**config.mk**
```make
export PLATFORM = sky130hd
export DESIGN_NAME = pid_position_controller_flat
export DESIGN_NICKNAME = d
export VERILOG_FILES = /design/src/rtl/pidc_pkg.sv /design/src/rtl/pidc_if.sv /design/src/rtl/pidc_dp.sv /design/src/rtl/pid_position_controller.sv /design/src/flat_wrapper.sv
export SDC_FILE = /design/constraint.sdc
export NUM_CORES = 2
export LEC_CHECK = 0
export ABC_AREA = 0
export BUFFER_PORTS_ARGS = -buffer_cell sky130_fd_sc_hd__buf_2
export CORE_UTILIZATION = 56
export CTS_CLUSTER_SIZE = 12
export DETAILED_ROUTE_END_ITERATION = 16
export GPL_ROUTABILITY_DRIVEN = 0
export MAX_ROUTING_LAYER = met4
export PLACE_DENSITY = 0.72
export SETUP_SLACK_MARGIN = 0.3
export SLEW_MARGIN = 0
export SYNTH_ARGS = -nofsm -noshare
export SYNTH_HDL_FRONTEND = slang
export SYNTH_HIERARCHICAL = 1
export SYNTH_SLANG_ARGS = --single-unit
```
**constraint.sdc**
```tcl
create_clock -name clk -period 23.6 [get_ports clk]
set_input_delay 4.72 -clock clk [delete_from_list [all_inputs] [get_ports clk]]
set_output_delay 4.72 -clock clk [all_outputs]
set_load 0.05 [all_outputs]
```
**src/rtl/pidc_pkg.sv**
```systemverilog
package pidc_pkg;

	localparam int GAIN_FRAC_BITS_DEF = 12;
	localparam int SUM_WIDTH_DEF      = 40;

	localparam int CFG_IDX_W  = 3;
	localparam int CFG_DATA_W = 31;
	localparam int PC_W       = 4;

	// register map
	typedef enum logic [CFG_IDX_W-1:0] {
		REG_PROP_GAIN       = 3'd0,
		REG_INTEG_GAIN      = 3'd1,
		REG_DERIV_GAIN      = 3'd2,
		REG_INTEGRAL_WINDOW = 3'd3,
		REG_DRIVE_CEILING   = 3'd4,
		REG_DRIVE_FLOOR     = 3'd5,
		REG_SENSOR_SCALE    = 3'd6,
		REG_CONTROL_ENABLE  = 3'd7
	} reg_idx_t;

	typedef struct packed {
		logic signed [23:0] prop_gain;
		logic signed [23:0] integ_gain;
		logic signed [23:0] deriv_gain;
		logic [30:0]        integral_window;
		logic signed [15:0] drive_ceiling;
		logic signed [15:0] drive_floor;
		logic [15:0]        sensor_scale;
		logic               control_enable;
	} cfg_t;

	// control word fields
	typedef enum logic [1:0] {MA_SCALE, MA_KP, MA_KI, MA_KD} mul_a_t;
	typedef enum logic [2:0] {MB_COUNT, MB_ERR, MB_DERIV, MB_SUM_LO, MB_SUM_HI} mul_b_t;
	typedef enum logic [1:0] {ACC_HOLD, ACC_CLEAR, ACC_ADD, ACC_ADD_HI} acc_op_t;
	typedef enum logic [1:0] {ST_NONE, ST_ERR, ST_UPD, ST_CLR} st_op_t;
	typedef enum logic [1:0] {FIN_NONE, FIN_RUN, FIN_ZERO} fin_t;
	typedef enum logic {COND_NEVER, COND_DISABLED} cond_t;

	typedef struct packed {
		cond_t           cond;
		logic [PC_W-1:0] target;
		logic            mul_en;
		mul_a_t          ma;
		mul_b_t          mb;
		acc_op_t         acc;
		st_op_t          st;
		fin_t            fin;
	} ctl_t;

	// program steps
	localparam logic [PC_W-1:0] STEP_MUL_POS = 4'd0;
	localparam logic [PC_W-1:0] STEP_ERR     = 4'd1;
	localparam logic [PC_W-1:0] STEP_UPD_KP  = 4'd2;
	localparam logic [PC_W-1:0] STEP_KD      = 4'd3;
	localparam logic [PC_W-1:0] STEP_KI_LO   = 4'd4;
	localparam logic [PC_W-1:0] STEP_KI_HI   = 4'd5;
	localparam logic [PC_W-1:0] STEP_ACC_HI  = 4'd6;
	localparam logic [PC_W-1:0] STEP_FINISH  = 4'd7;
	localparam logic [PC_W-1:0] STEP_OFF     = 4'd8;
	localparam logic [PC_W-1:0] STEP_LAST    = STEP_OFF;

	function automatic ctl_t ucode(input logic [PC_W-1:0] pc);
		ctl_t w;
		w = '{COND_NEVER, STEP_MUL_POS, 1'b0, MA_SCALE, MB_COUNT, ACC_HOLD, ST_NONE, FIN_NONE};
		case (pc)
			STEP_MUL_POS: begin
				w.cond   = COND_DISABLED;
				w.target = STEP_OFF;
				w.mul_en = 1'b1;
			end
			STEP_ERR: begin
				w.st = ST_ERR;
			end
			STEP_UPD_KP: begin
				w.st     = ST_UPD;
				w.acc    = ACC_CLEAR;
				w.mul_en = 1'b1;
				w.ma     = MA_KP;
				w.mb     = MB_ERR;
			end
			STEP_KD: begin
				w.acc    = ACC_ADD;
				w.mul_en = 1'b1;
				w.ma     = MA_KD;
				w.mb     = MB_DERIV;
			end
			STEP_KI_LO: begin
				w.acc    = ACC_ADD;
				w.mul_en = 1'b1;
				w.ma     = MA_KI;
				w.mb     = MB_SUM_LO;
			end
			STEP_KI_HI: begin
				w.acc    = ACC_ADD;
				w.mul_en = 1'b1;
				w.ma     = MA_KI;
				w.mb     = MB_SUM_HI;
			end
			STEP_ACC_HI: begin
				w.acc = ACC_ADD_HI;
			end
			STEP_FINISH: begin
				w.fin = FIN_RUN;
			end
			STEP_OFF: begin
				w.st  = ST_CLR;
				w.fin = FIN_ZERO;
			end
			default: begin
				w.fin = FIN_ZERO;
			end
		endcase
		return w;
	endfunction

endpackage

```
**src/rtl/pidc_if.sv**
```systemverilog
interface pidc_in_if;
	logic               valid;
	logic               ready;
	logic signed [31:0] sensor_count;
	logic signed [31:0] target_value;

	modport source(output valid, output sensor_count, output target_value, input ready);
	modport sink(input valid, input sensor_count, input target_value, output ready);
endinterface

interface pidc_out_if;
	logic               valid;
	logic               ready;
	logic signed [15:0] drive;
	logic signed [31:0] error_value;

	modport source(output valid, output drive, output error_value, input ready);
	modport sink(input valid, input drive, input error_value, output ready);
endinterface

```
**src/rtl/pidc_dp.sv**
```systemverilog
module pidc_dp
	import pidc_pkg::*;
#(
	parameter int GAIN_FRAC_BITS = GAIN_FRAC_BITS_DEF,
	parameter int SUM_WIDTH      = SUM_WIDTH_DEF
) (
	input  logic               clk,
	input  logic               arst_n,
	input  cfg_t               cfg,
	input  ctl_t               ctl,
	input  logic               step_en,
	input  logic               load_in,
	input  logic signed [31:0] sensor_count,
	input  logic signed [31:0] target_value,
	output logic signed [15:0] drive,
	output logic signed [31:0] error_value
);

	localparam int PROD_W = 58;
	localparam int ACC_W  = SUM_WIDTH + 27;
	localparam int SUMX_W = 65;
	localparam logic signed [50:0] ERR_MAX = 51'sd2147483647;
	localparam logic signed [50:0] ERR_MIN = -51'sd2147483648;
	localparam logic signed [SUM_WIDTH-1:0] SUM_MAX = {1'b0, {(SUM_WIDTH-1){1'b1}}};
	localparam logic signed [SUM_WIDTH-1:0] SUM_MIN = {1'b1, {(SUM_WIDTH-1){1'b0}}};

	logic signed [31:0]          count_q, target_q;
	logic signed [PROD_W-1:0]    p_q;
	logic signed [31:0]          err_q, prev_q;
	logic signed [32:0]          deriv_q;
	logic signed [SUM_WIDTH-1:0] sum_q;
	logic signed [ACC_W-1:0]     acc_q;

	logic signed [24:0]          mul_a;
	logic signed [32:0]          mul_b;
	logic signed [PROD_W-1:0]    prod;
	logic [SUMX_W-1:0]           sum_x;
	logic signed [49:0]          pos;
	logic signed [50:0]          err_w;
	logic signed [31:0]          err_sat;
	logic [31:0]                 err_mag;
	logic                        integrate;
	logic signed [SUM_WIDTH:0]   sum_w;
	logic signed [SUM_WIDTH-1:0] sum_sat;
	logic signed [32:0]          deriv_d;
	logic signed [ACC_W-1:0]     p_ext, acc_sh, ceil_x, floor_x, clamp_hi, clamp_lo;

	assign sum_x = {{(SUMX_W-SUM_WIDTH){sum_q[SUM_WIDTH-1]}}, sum_q};

	always_comb begin
		case (ctl.ma)
			MA_SCALE: mul_a = {9'b0, cfg.sensor_scale};
			MA_KP:    mul_a = {cfg.prop_gain[23], cfg.prop_gain};
			MA_KI:    mul_a = {cfg.integ_gain[23], cfg.integ_gain};
			MA_KD:    mul_a = {cfg.deriv_gain[23], cfg.deriv_gain};
			default:  mul_a = '0;
		endcase
		case (ctl.mb)
			MB_COUNT:  mul_b = {count_q[31], count_q};
			MB_ERR:    mul_b = {err_q[31], err_q};
			MB_DERIV:  mul_b = deriv_q;
			MB_SUM_LO: mul_b = {1'b0, sum_x[31:0]};
			MB_SUM_HI: mul_b = sum_x[64:32];
			default:   mul_b = '0;
		endcase
	end

	assign prod = mul_a * mul_b;

	// error: floor(count*scale/256) - target, saturated to 32 bits
	assign pos   = p_q[PROD_W-1:8];
	assign err_w = {pos[49], pos} - {{19{target_q[31]}}, target_q};
	always_comb begin
		if (err_w > ERR_MAX)
			err_sat = ERR_MAX[31:0];
		else if (err_w < ERR_MIN)
			err_sat = ERR_MIN[31:0];
		else
			err_sat = err_w[31:0];
	end

	// integral window and saturating sum
	assign err_mag   = err_q[31] ? (~err_q + 32'd1) : err_q;
	assign integrate = (cfg.integ_gain != '0) && (err_mag < {1'b0, cfg.integral_window});
	assign sum_w     = {sum_q[SUM_WIDTH-1], sum_q}
	                 + {{(SUM_WIDTH+1-32){err_q[31]}}, err_q};
	always_comb begin
		if (sum_w[SUM_WIDTH] != sum_w[SUM_WIDTH-1])
			sum_sat = sum_w[SUM_WIDTH] ? SUM_MIN : SUM_MAX;
		else
			sum_sat = sum_w[SUM_WIDTH-1:0];
	end
	assign deriv_d = {err_q[31], err_q} - {prev_q[31], prev_q};

	// output: floor shift, ceiling clamp first, floor clamp last
	assign p_ext    = {{(ACC_W-PROD_W){p_q[PROD_W-1]}}, p_q};
	assign acc_sh   = acc_q >>> GAIN_FRAC_BITS;
	assign ceil_x   = {{(ACC_W-16){cfg.drive_ceiling[15]}}, cfg.drive_ceiling};
	assign floor_x  = {{(ACC_W-16){cfg.drive_floor[15]}}, cfg.drive_floor};
	assign clamp_hi = (acc_sh > ceil_x) ? ceil_x : acc_sh;
	assign clamp_lo = (clamp_hi < floor_x) ? floor_x : clamp_hi;

	assign drive       = (ctl.fin == FIN_RUN) ? clamp_lo[15:0] : '0;
	assign error_value = (ctl.fin == FIN_RUN) ? err_q : '0;

	always_ff @(posedge clk) begin
		if (load_in) begin
			count_q  <= sensor_count;
			target_q <= target_value;
		end
		if (step_en && ctl.mul_en)
			p_q <= prod;
		if (step_en && ctl.st == ST_ERR)
			err_q <= err_sat;
		if (step_en && ctl.st == ST_UPD)
			deriv_q <= deriv_d;
		if (step_en) begin
			case (ctl.acc)
				ACC_CLEAR:  acc_q <= '0;
				ACC_ADD:    acc_q <= acc_q + p_ext;
				ACC_ADD_HI: acc_q <= acc_q + (p_ext <<< 32);
				default:    acc_q <= acc_q;
			endcase
		end
	end

	// controller state
	always_ff @(posedge clk or negedge arst_n) begin
		if (!arst_n) begin
			prev_q <= '0;
			sum_q  <= '0;
		end else if (step_en) begin
			case (ctl.st)
				ST_UPD: begin
					prev_q <= err_q;
					sum_q  <= integrate ? sum_sat : '0;
				end
				ST_CLR: begin
					prev_q <= '0;
					sum_q  <= '0;
				end
				default: begin
					prev_q <= prev_q;
					sum_q  <= sum_q;
				end
			endcase
		end
	end

endmodule

```
**src/rtl/pid_position_controller.sv**
```systemverilog
// channel  dir  handshake          payload
// in_ch    in   valid/ready        sensor_count s32, target_value s32
// out_ch   out  valid/ready        drive s16, error_value s32
// cfg      in   cfg_we (no ready)  cfg_index 3b, cfg_data 31b
//
// An enabled request runs the steps up to STEP_FINISH, a disabled one jumps to STEP_OFF;
// the microcode program steps one shared 25x33 multiplier through the scale and
// the three gain products.
// A new request is accepted once the program is back at rest, also while a result
// still waits in the output register; the last step stalls until that register is free.
// arst_n clears the sequencer, controller state and config registers to their reset values.
module pid_position_controller
	import pidc_pkg::*;
#(
	parameter int GAIN_FRAC_BITS = GAIN_FRAC_BITS_DEF,
	parameter int SUM_WIDTH      = SUM_WIDTH_DEF
) (
	input  logic                  clk,
	input  logic                  arst_n,
	pidc_in_if.sink               in_ch,
	pidc_out_if.source            out_ch,
	input  logic                  cfg_we,
	input  logic [CFG_IDX_W-1:0]  cfg_index,
	input  logic [CFG_DATA_W-1:0] cfg_data
);

	cfg_t               cfg_q;
	logic               busy_q;
	logic [PC_W-1:0]    pc_q;
	ctl_t               ctl;
	logic               accept;
	logic               finishing;
	logic               stall;
	logic               step_en;
	logic               take_jump;
	logic               out_valid_q;
	logic signed [15:0] drive_q;
	logic signed [31:0] err_out_q;
	logic signed [15:0] dp_drive;
	logic signed [31:0] dp_err;

	// config registers
	always_ff @(posedge clk or negedge arst_n) begin
		if (!arst_n) begin
			cfg_q.prop_gain       <= '0;
			cfg_q.integ_gain      <= '0;
			cfg_q.deriv_gain      <= '0;
			cfg_q.integral_window <= 31'd50;
			cfg_q.drive_ceiling   <= 16'sd127;
			cfg_q.drive_floor     <= -16'sd127;
			cfg_q.sensor_scale    <= 16'd256;
			cfg_q.control_enable  <= 1'b1;
		end else if (cfg_we) begin
			case (reg_idx_t'(cfg_index))
				REG_PROP_GAIN:       cfg_q.prop_gain       <= cfg_data[23:0];
				REG_INTEG_GAIN:      cfg_q.integ_gain      <= cfg_data[23:0];
				REG_DERIV_GAIN:      cfg_q.deriv_gain      <= cfg_data[23:0];
				REG_INTEGRAL_WINDOW: cfg_q.integral_window <= cfg_data;
				REG_DRIVE_CEILING:   cfg_q.drive_ceiling   <= cfg_data[15:0];
				REG_DRIVE_FLOOR:     cfg_q.drive_floor     <= cfg_data[15:0];
				REG_SENSOR_SCALE:    cfg_q.sensor_scale    <= cfg_data[15:0];
				REG_CONTROL_ENABLE:  cfg_q.control_enable  <= cfg_data[0];
				default:             cfg_q <= cfg_q;
			endcase
		end
	end

	// sequencer: fetch the control word for the current step
	assign ctl       = ucode(pc_q);
	assign accept    = in_ch.valid && in_ch.ready;
	assign finishing = busy_q && (ctl.fin != FIN_NONE);
	// hold the last step while the previous result is still unclaimed
	assign stall     = finishing && out_valid_q && !out_ch.ready;
	assign step_en   = busy_q && !stall;
	assign take_jump = (ctl.cond == COND_DISABLED) && !cfg_q.control_enable;

	assign in_ch.ready = !busy_q;

	always_ff @(posedge clk or negedge arst_n) begin
		if (!arst_n) begin
			busy_q <= 1'b0;
			pc_q   <= STEP_MUL_POS;
		end else if (accept) begin
			busy_q <= 1'b1;
			pc_q   <= STEP_MUL_POS;
		end else if (step_en) begin
			if (take_jump)
				pc_q <= ctl.target;
			else if (ctl.fin != FIN_NONE)
				busy_q <= 1'b0;
			else
				pc_q <= pc_q + 4'd1;
		end
	end

	pidc_dp #(
		.GAIN_FRAC_BITS(GAIN_FRAC_BITS),
		.SUM_WIDTH     (SUM_WIDTH)
	) u_dp (
		.clk         (clk),
		.arst_n      (arst_n),
		.cfg         (cfg_q),
		.ctl         (ctl),
		.step_en     (step_en),
		.load_in     (accept),
		.sensor_count(in_ch.sensor_count),
		.target_value(in_ch.target_value),
		.drive       (dp_drive),
		.error_value (dp_err)
	);

	// output register
	always_ff @(posedge clk or negedge arst_n) begin
		if (!arst_n)
			out_valid_q <= 1'b0;
		else if (finishing && step_en)
			out_valid_q <= 1'b1;
		else if (out_ch.ready)
			out_valid_q <= 1'b0;
	end

	always_ff @(posedge clk) begin
		if (finishing && step_en) begin
			drive_q   <= dp_drive;
			err_out_q <= dp_err;
		end
	end

	assign out_ch.valid       = out_valid_q;
	assign out_ch.drive       = drive_q;
	assign out_ch.error_value = err_out_q;

	// checks
	a_pc_range: assert property (@(posedge clk) disable iff (!arst_n)
		busy_q |-> pc_q <= STEP_LAST)
		else $error("step counter ran past the program");

	a_start_on_accept: assert property (@(posedge clk) disable iff (!arst_n)
		accept |=> busy_q && pc_q == STEP_MUL_POS)
		else $error("program did not start on a request");

	a_off_zero: assert property (@(posedge clk) disable iff (!arst_n)
		out_ch.valid && !cfg_q.control_enable |->
			out_ch.drive == 16'sd0 && out_ch.error_value == 32'sd0)
		else $error("nonzero result while control is off");

	a_clamp: assert property (@(posedge clk) disable iff (!arst_n)
		out_ch.valid && cfg_q.control_enable && cfg_q.drive_floor <= cfg_q.drive_ceiling |->
			out_ch.drive <= cfg_q.drive_ceiling && out_ch.drive >= cfg_q.drive_floor)
		else $error("drive outside clamp range");

endmodule
```
**src/flat_wrapper.sv**
```systemverilog
// flat-port wrapper written by rule: the top's interface ports become plain ports
module pid_position_controller_flat import pidc_pkg::*;
#(
	parameter int GAIN_FRAC_BITS = GAIN_FRAC_BITS_DEF,
	parameter int SUM_WIDTH      = SUM_WIDTH_DEF
)
  (clk, arst_n, cfg_we, cfg_index, cfg_data, in_ch_valid, in_ch_sensor_count, in_ch_target_value, in_ch_ready, out_ch_valid, out_ch_drive, out_ch_error_value, out_ch_ready);
  pidc_in_if in_ch_i ();
  pidc_out_if out_ch_i ();
  input  logic clk;
  input  logic arst_n;
  input  logic cfg_we;
  input  logic [CFG_IDX_W-1:0] cfg_index;
  input  logic [CFG_DATA_W-1:0] cfg_data;
  input wire logic [$bits(in_ch_i.valid)-1:0] in_ch_valid;
  input wire logic [$bits(in_ch_i.sensor_count)-1:0] in_ch_sensor_count;
  input wire logic [$bits(in_ch_i.target_value)-1:0] in_ch_target_value;
  output wire logic [$bits(in_ch_i.ready)-1:0] in_ch_ready;
  output wire logic [$bits(out_ch_i.valid)-1:0] out_ch_valid;
  output wire logic [$bits(out_ch_i.drive)-1:0] out_ch_drive;
  output wire logic [$bits(out_ch_i.error_value)-1:0] out_ch_error_value;
  input wire logic [$bits(out_ch_i.ready)-1:0] out_ch_ready;
  assign in_ch_i.valid = in_ch_valid;
  assign in_ch_i.sensor_count = in_ch_sensor_count;
  assign in_ch_i.target_value = in_ch_target_value;
  assign in_ch_ready = in_ch_i.ready;
  assign out_ch_valid = out_ch_i.valid;
  assign out_ch_drive = out_ch_i.drive;
  assign out_ch_error_value = out_ch_i.error_value;
  assign out_ch_i.ready = out_ch_ready;
  pid_position_controller #(.GAIN_FRAC_BITS(GAIN_FRAC_BITS), .SUM_WIDTH(SUM_WIDTH)) u_core (.clk(clk), .arst_n(arst_n), .in_ch(in_ch_i), .out_ch(out_ch_i), .cfg_we(cfg_we), .cfg_index(cfg_index), .cfg_data(cfg_data));
endmodule
```
==> metrics <==
outcome completed; Slew Limit Fails 0; hold buffer count at CTS 0; r2r startpoint u_core/pc_q[2]; setup repair bufs after CTS 0; end of the worst register-to-register path u_core/u_dp/p_q[51]; minimum clock period 11.22 ns; layout cell share with drive strength beyond 1 0.09309; DRT Pass-1 Iters 6; critical path endpoint category flop; CTS Buf Count 59; IO Count 153; CP Max Fanout 64; CTS root buf clkbuf_16; gr ovfl total 0; syn nets 8,571; Detailed Place HPWL 159.6 mm; Via Count 53,780; Worst setup SP type flop; pin count of the biggest net entering global routing 92; clock-pin slew on the worst setup and hold paths 0.06 ns; die span in x 347.2 um; dpl cell area 69,200 sq um; vias per inst 6.176; die height 347.2 um; GRT Total Usage 0.3599; Rows 126; Final Cell Area 71,090 sq um; netlist area before placement 66,730 sq um; CP peak stage delay 0.77 ns; clk sink count 532; RSZ-0062 raised after global routing false; number of remaining DRC errors 0; WHS 0.4850 ns; Mapped Cells 7,095; initial antenna violation count 4; CTS tree done; final cell count without fillers 8,708; Setup TNS 0 ns; Ys Warns 6; port buffer count 152; crit path launch u_core/pc_q[2]; aggregate routed wire length 208.7 mm; Max Root-Sink Buffers 3; Critical-path top delay cell nand2_1; floorplan core area 118,100 sq um; WL/cell 23.96 um; Clk Latency, worst-skew pair 0.65 ns; first-pass GRT wire length 320.8 mm; Die ar. 120,500 sq um; fmax 0.08911 GHz; Slew HR 0.2311; FILL cells 9,929; Worst-Margin Slew 1.153 ns; most used cell, CP fa_1; max-cap check violation count 0; post_cts resized 0; initial core utilization 0.5651; Worst R2R Path Depth 34; CP required 24.00 ns; Avg Cell Area, Syn 9.405 sq um; ANT nets after route 0; Reg2Reg Setup Slack 12.38 ns; CP Data Arrival Time 11.62 ns; initial drt markers 5,733; Final Hold Fails 0; final critical-path share of the clock period 0.4755; Crit Path Class flop to flop; vias in the first global route 54,090; worst setup path endpoint u_core/u_dp/p_q[51]; Inst Count DP 8,592; hold crit path type flop to flop; area delta synth->final 6.534%; htree depth 2; Worst Skew 0.02434 ns; Nets 8,593; final setup fails 0
==> per-stage QoR <==
step | util | setup WS (ns)
finish | 0.6021 | 12.38
global route | 0.6020 | 11.62
CTS | 0.6019 | 12.60
detailed placement | 0.5860 | 12.63
global placement | 0.5860 | 12.90
floorplan | - | 14.13
==> layout make-up <==
cell class | count | area [sq um] | share of cell area
multi-input cells | 5127 | 46550 | 0.6548
flip-flops and latches | 532 | 14850 | 0.2089
inverters | 1131 | 4247 | 0.05973
well taps | 1536 | 1922 | 0.02703
clock buffers | 85 | 1697 | 0.02387
repair buffers | 266 | 1627 | 0.02288
clock inverters | 24 | 180.2 | 0.002534
diodes | 7 | 17.52 | 0.0002464
==> flip-flops by register name, summed over array words and instances, names as in the netlist <==
register	flops
u_core/out_ch.drive	16
u_core/u_dp/deriv_q	33
u_core/busy_q	1
u_core/cfg_q	152
u_core/u_dp/p_q	58
u_core/u_dp/acc_q	67
u_core/u_dp/target_q	32
u_core/u_dp/sum_q	40
u_core/out_ch.error_value	32
u_core/u_dp/prev_q	32
u_core/u_dp/err_q	32
u_core/pc_q	4
u_core/u_dp/count_q	32
u_core/out_ch.valid	1
==> worst max-delay path, delay by kind of cell, from the launching register on <==
| family | cells | cell delay, ns |
|---|---|---|
| and+or+nand+nor | 7 | 2.16 |
| muxes | 1 | 0.15 |
| AOI/OAI and AO/OA | 10 | 2.81 |
| adders and majority gates | 8 | 4.06 |
| buffers and inverters | 8 | 1.19 |
| DFF | 1 | 0.54 |
==> cell usage in the layout (no fill, tap or decap), types with 17 or more instances in the layout <==
master,instances
a211oi_1,29
a21o_1,241
a21oi_1,331
a221o_1,45
a22oi_1,20
a31oi_1,36
and2_1,108
and3_1,34
buf_2,151
buf_4,114
clkbuf_16,61
dfrtp_1,208
dfstp_2,22
edfxtp_1,302
fa_1,848
ha_1,525
inv_1,1126
mux2_2,189
mux2i_1,59
nand2_1,712
nand2b_1,91
nand3_1,81
nand4_1,77
nor2_1,523
nor2b_1,50
nor3_1,77
nor4_1,23
o211ai_1,36
o21a_1,41
o21ai_0,233
o21ai_1,35
o21bai_1,43
o22ai_1,37
o31ai_1,26
or2_2,17
or3_1,28
xnor2_1,176
xor2_1,103
==> worst min-delay path by stage <==
| stage | cells after the start | from | end | slack [ns] |
|---|---|---|---|---|
| floorplan | 2 | u_core/u_dp/prev_q[10] | u_core/u_dp/prev_q[10] | 0.45 |
| global placement | 2 | u_core/u_dp/prev_q[20] | u_core/u_dp/prev_q[20] | 0.46 |
| detailed placement | 1 | u_core/cfg_q[88] | u_core/cfg_q[88] | 0.47 |
| CTS | 1 | u_core/cfg_q[88] | u_core/cfg_q[88] | 0.49 |
| global route | 1 | u_core/cfg_q[88] | u_core/cfg_q[88] | 0.50 |
| finish | 2 | u_core/u_dp/prev_q[7] | u_core/u_dp/prev_q[7] | 0.48 |
==> metal layers <==
| metal | GRT usage | share of wire | vias up |
|---|---|---|---|
| met5 | - | 0 | - |
| met4 | 0.1664 | 0.059 | 0 |
| li1 | - | - | 23540 |
| met2 | 0.5361 | 0.44 | 2907 |
| met3 | 0.09006 | 0.12 | 661 |
| met1 | 0.4620 | 0.39 | 26670 |
Power is not shown: default switching activity piles up to over one toggle a cycle in this logic, so the estimate is an artifact.
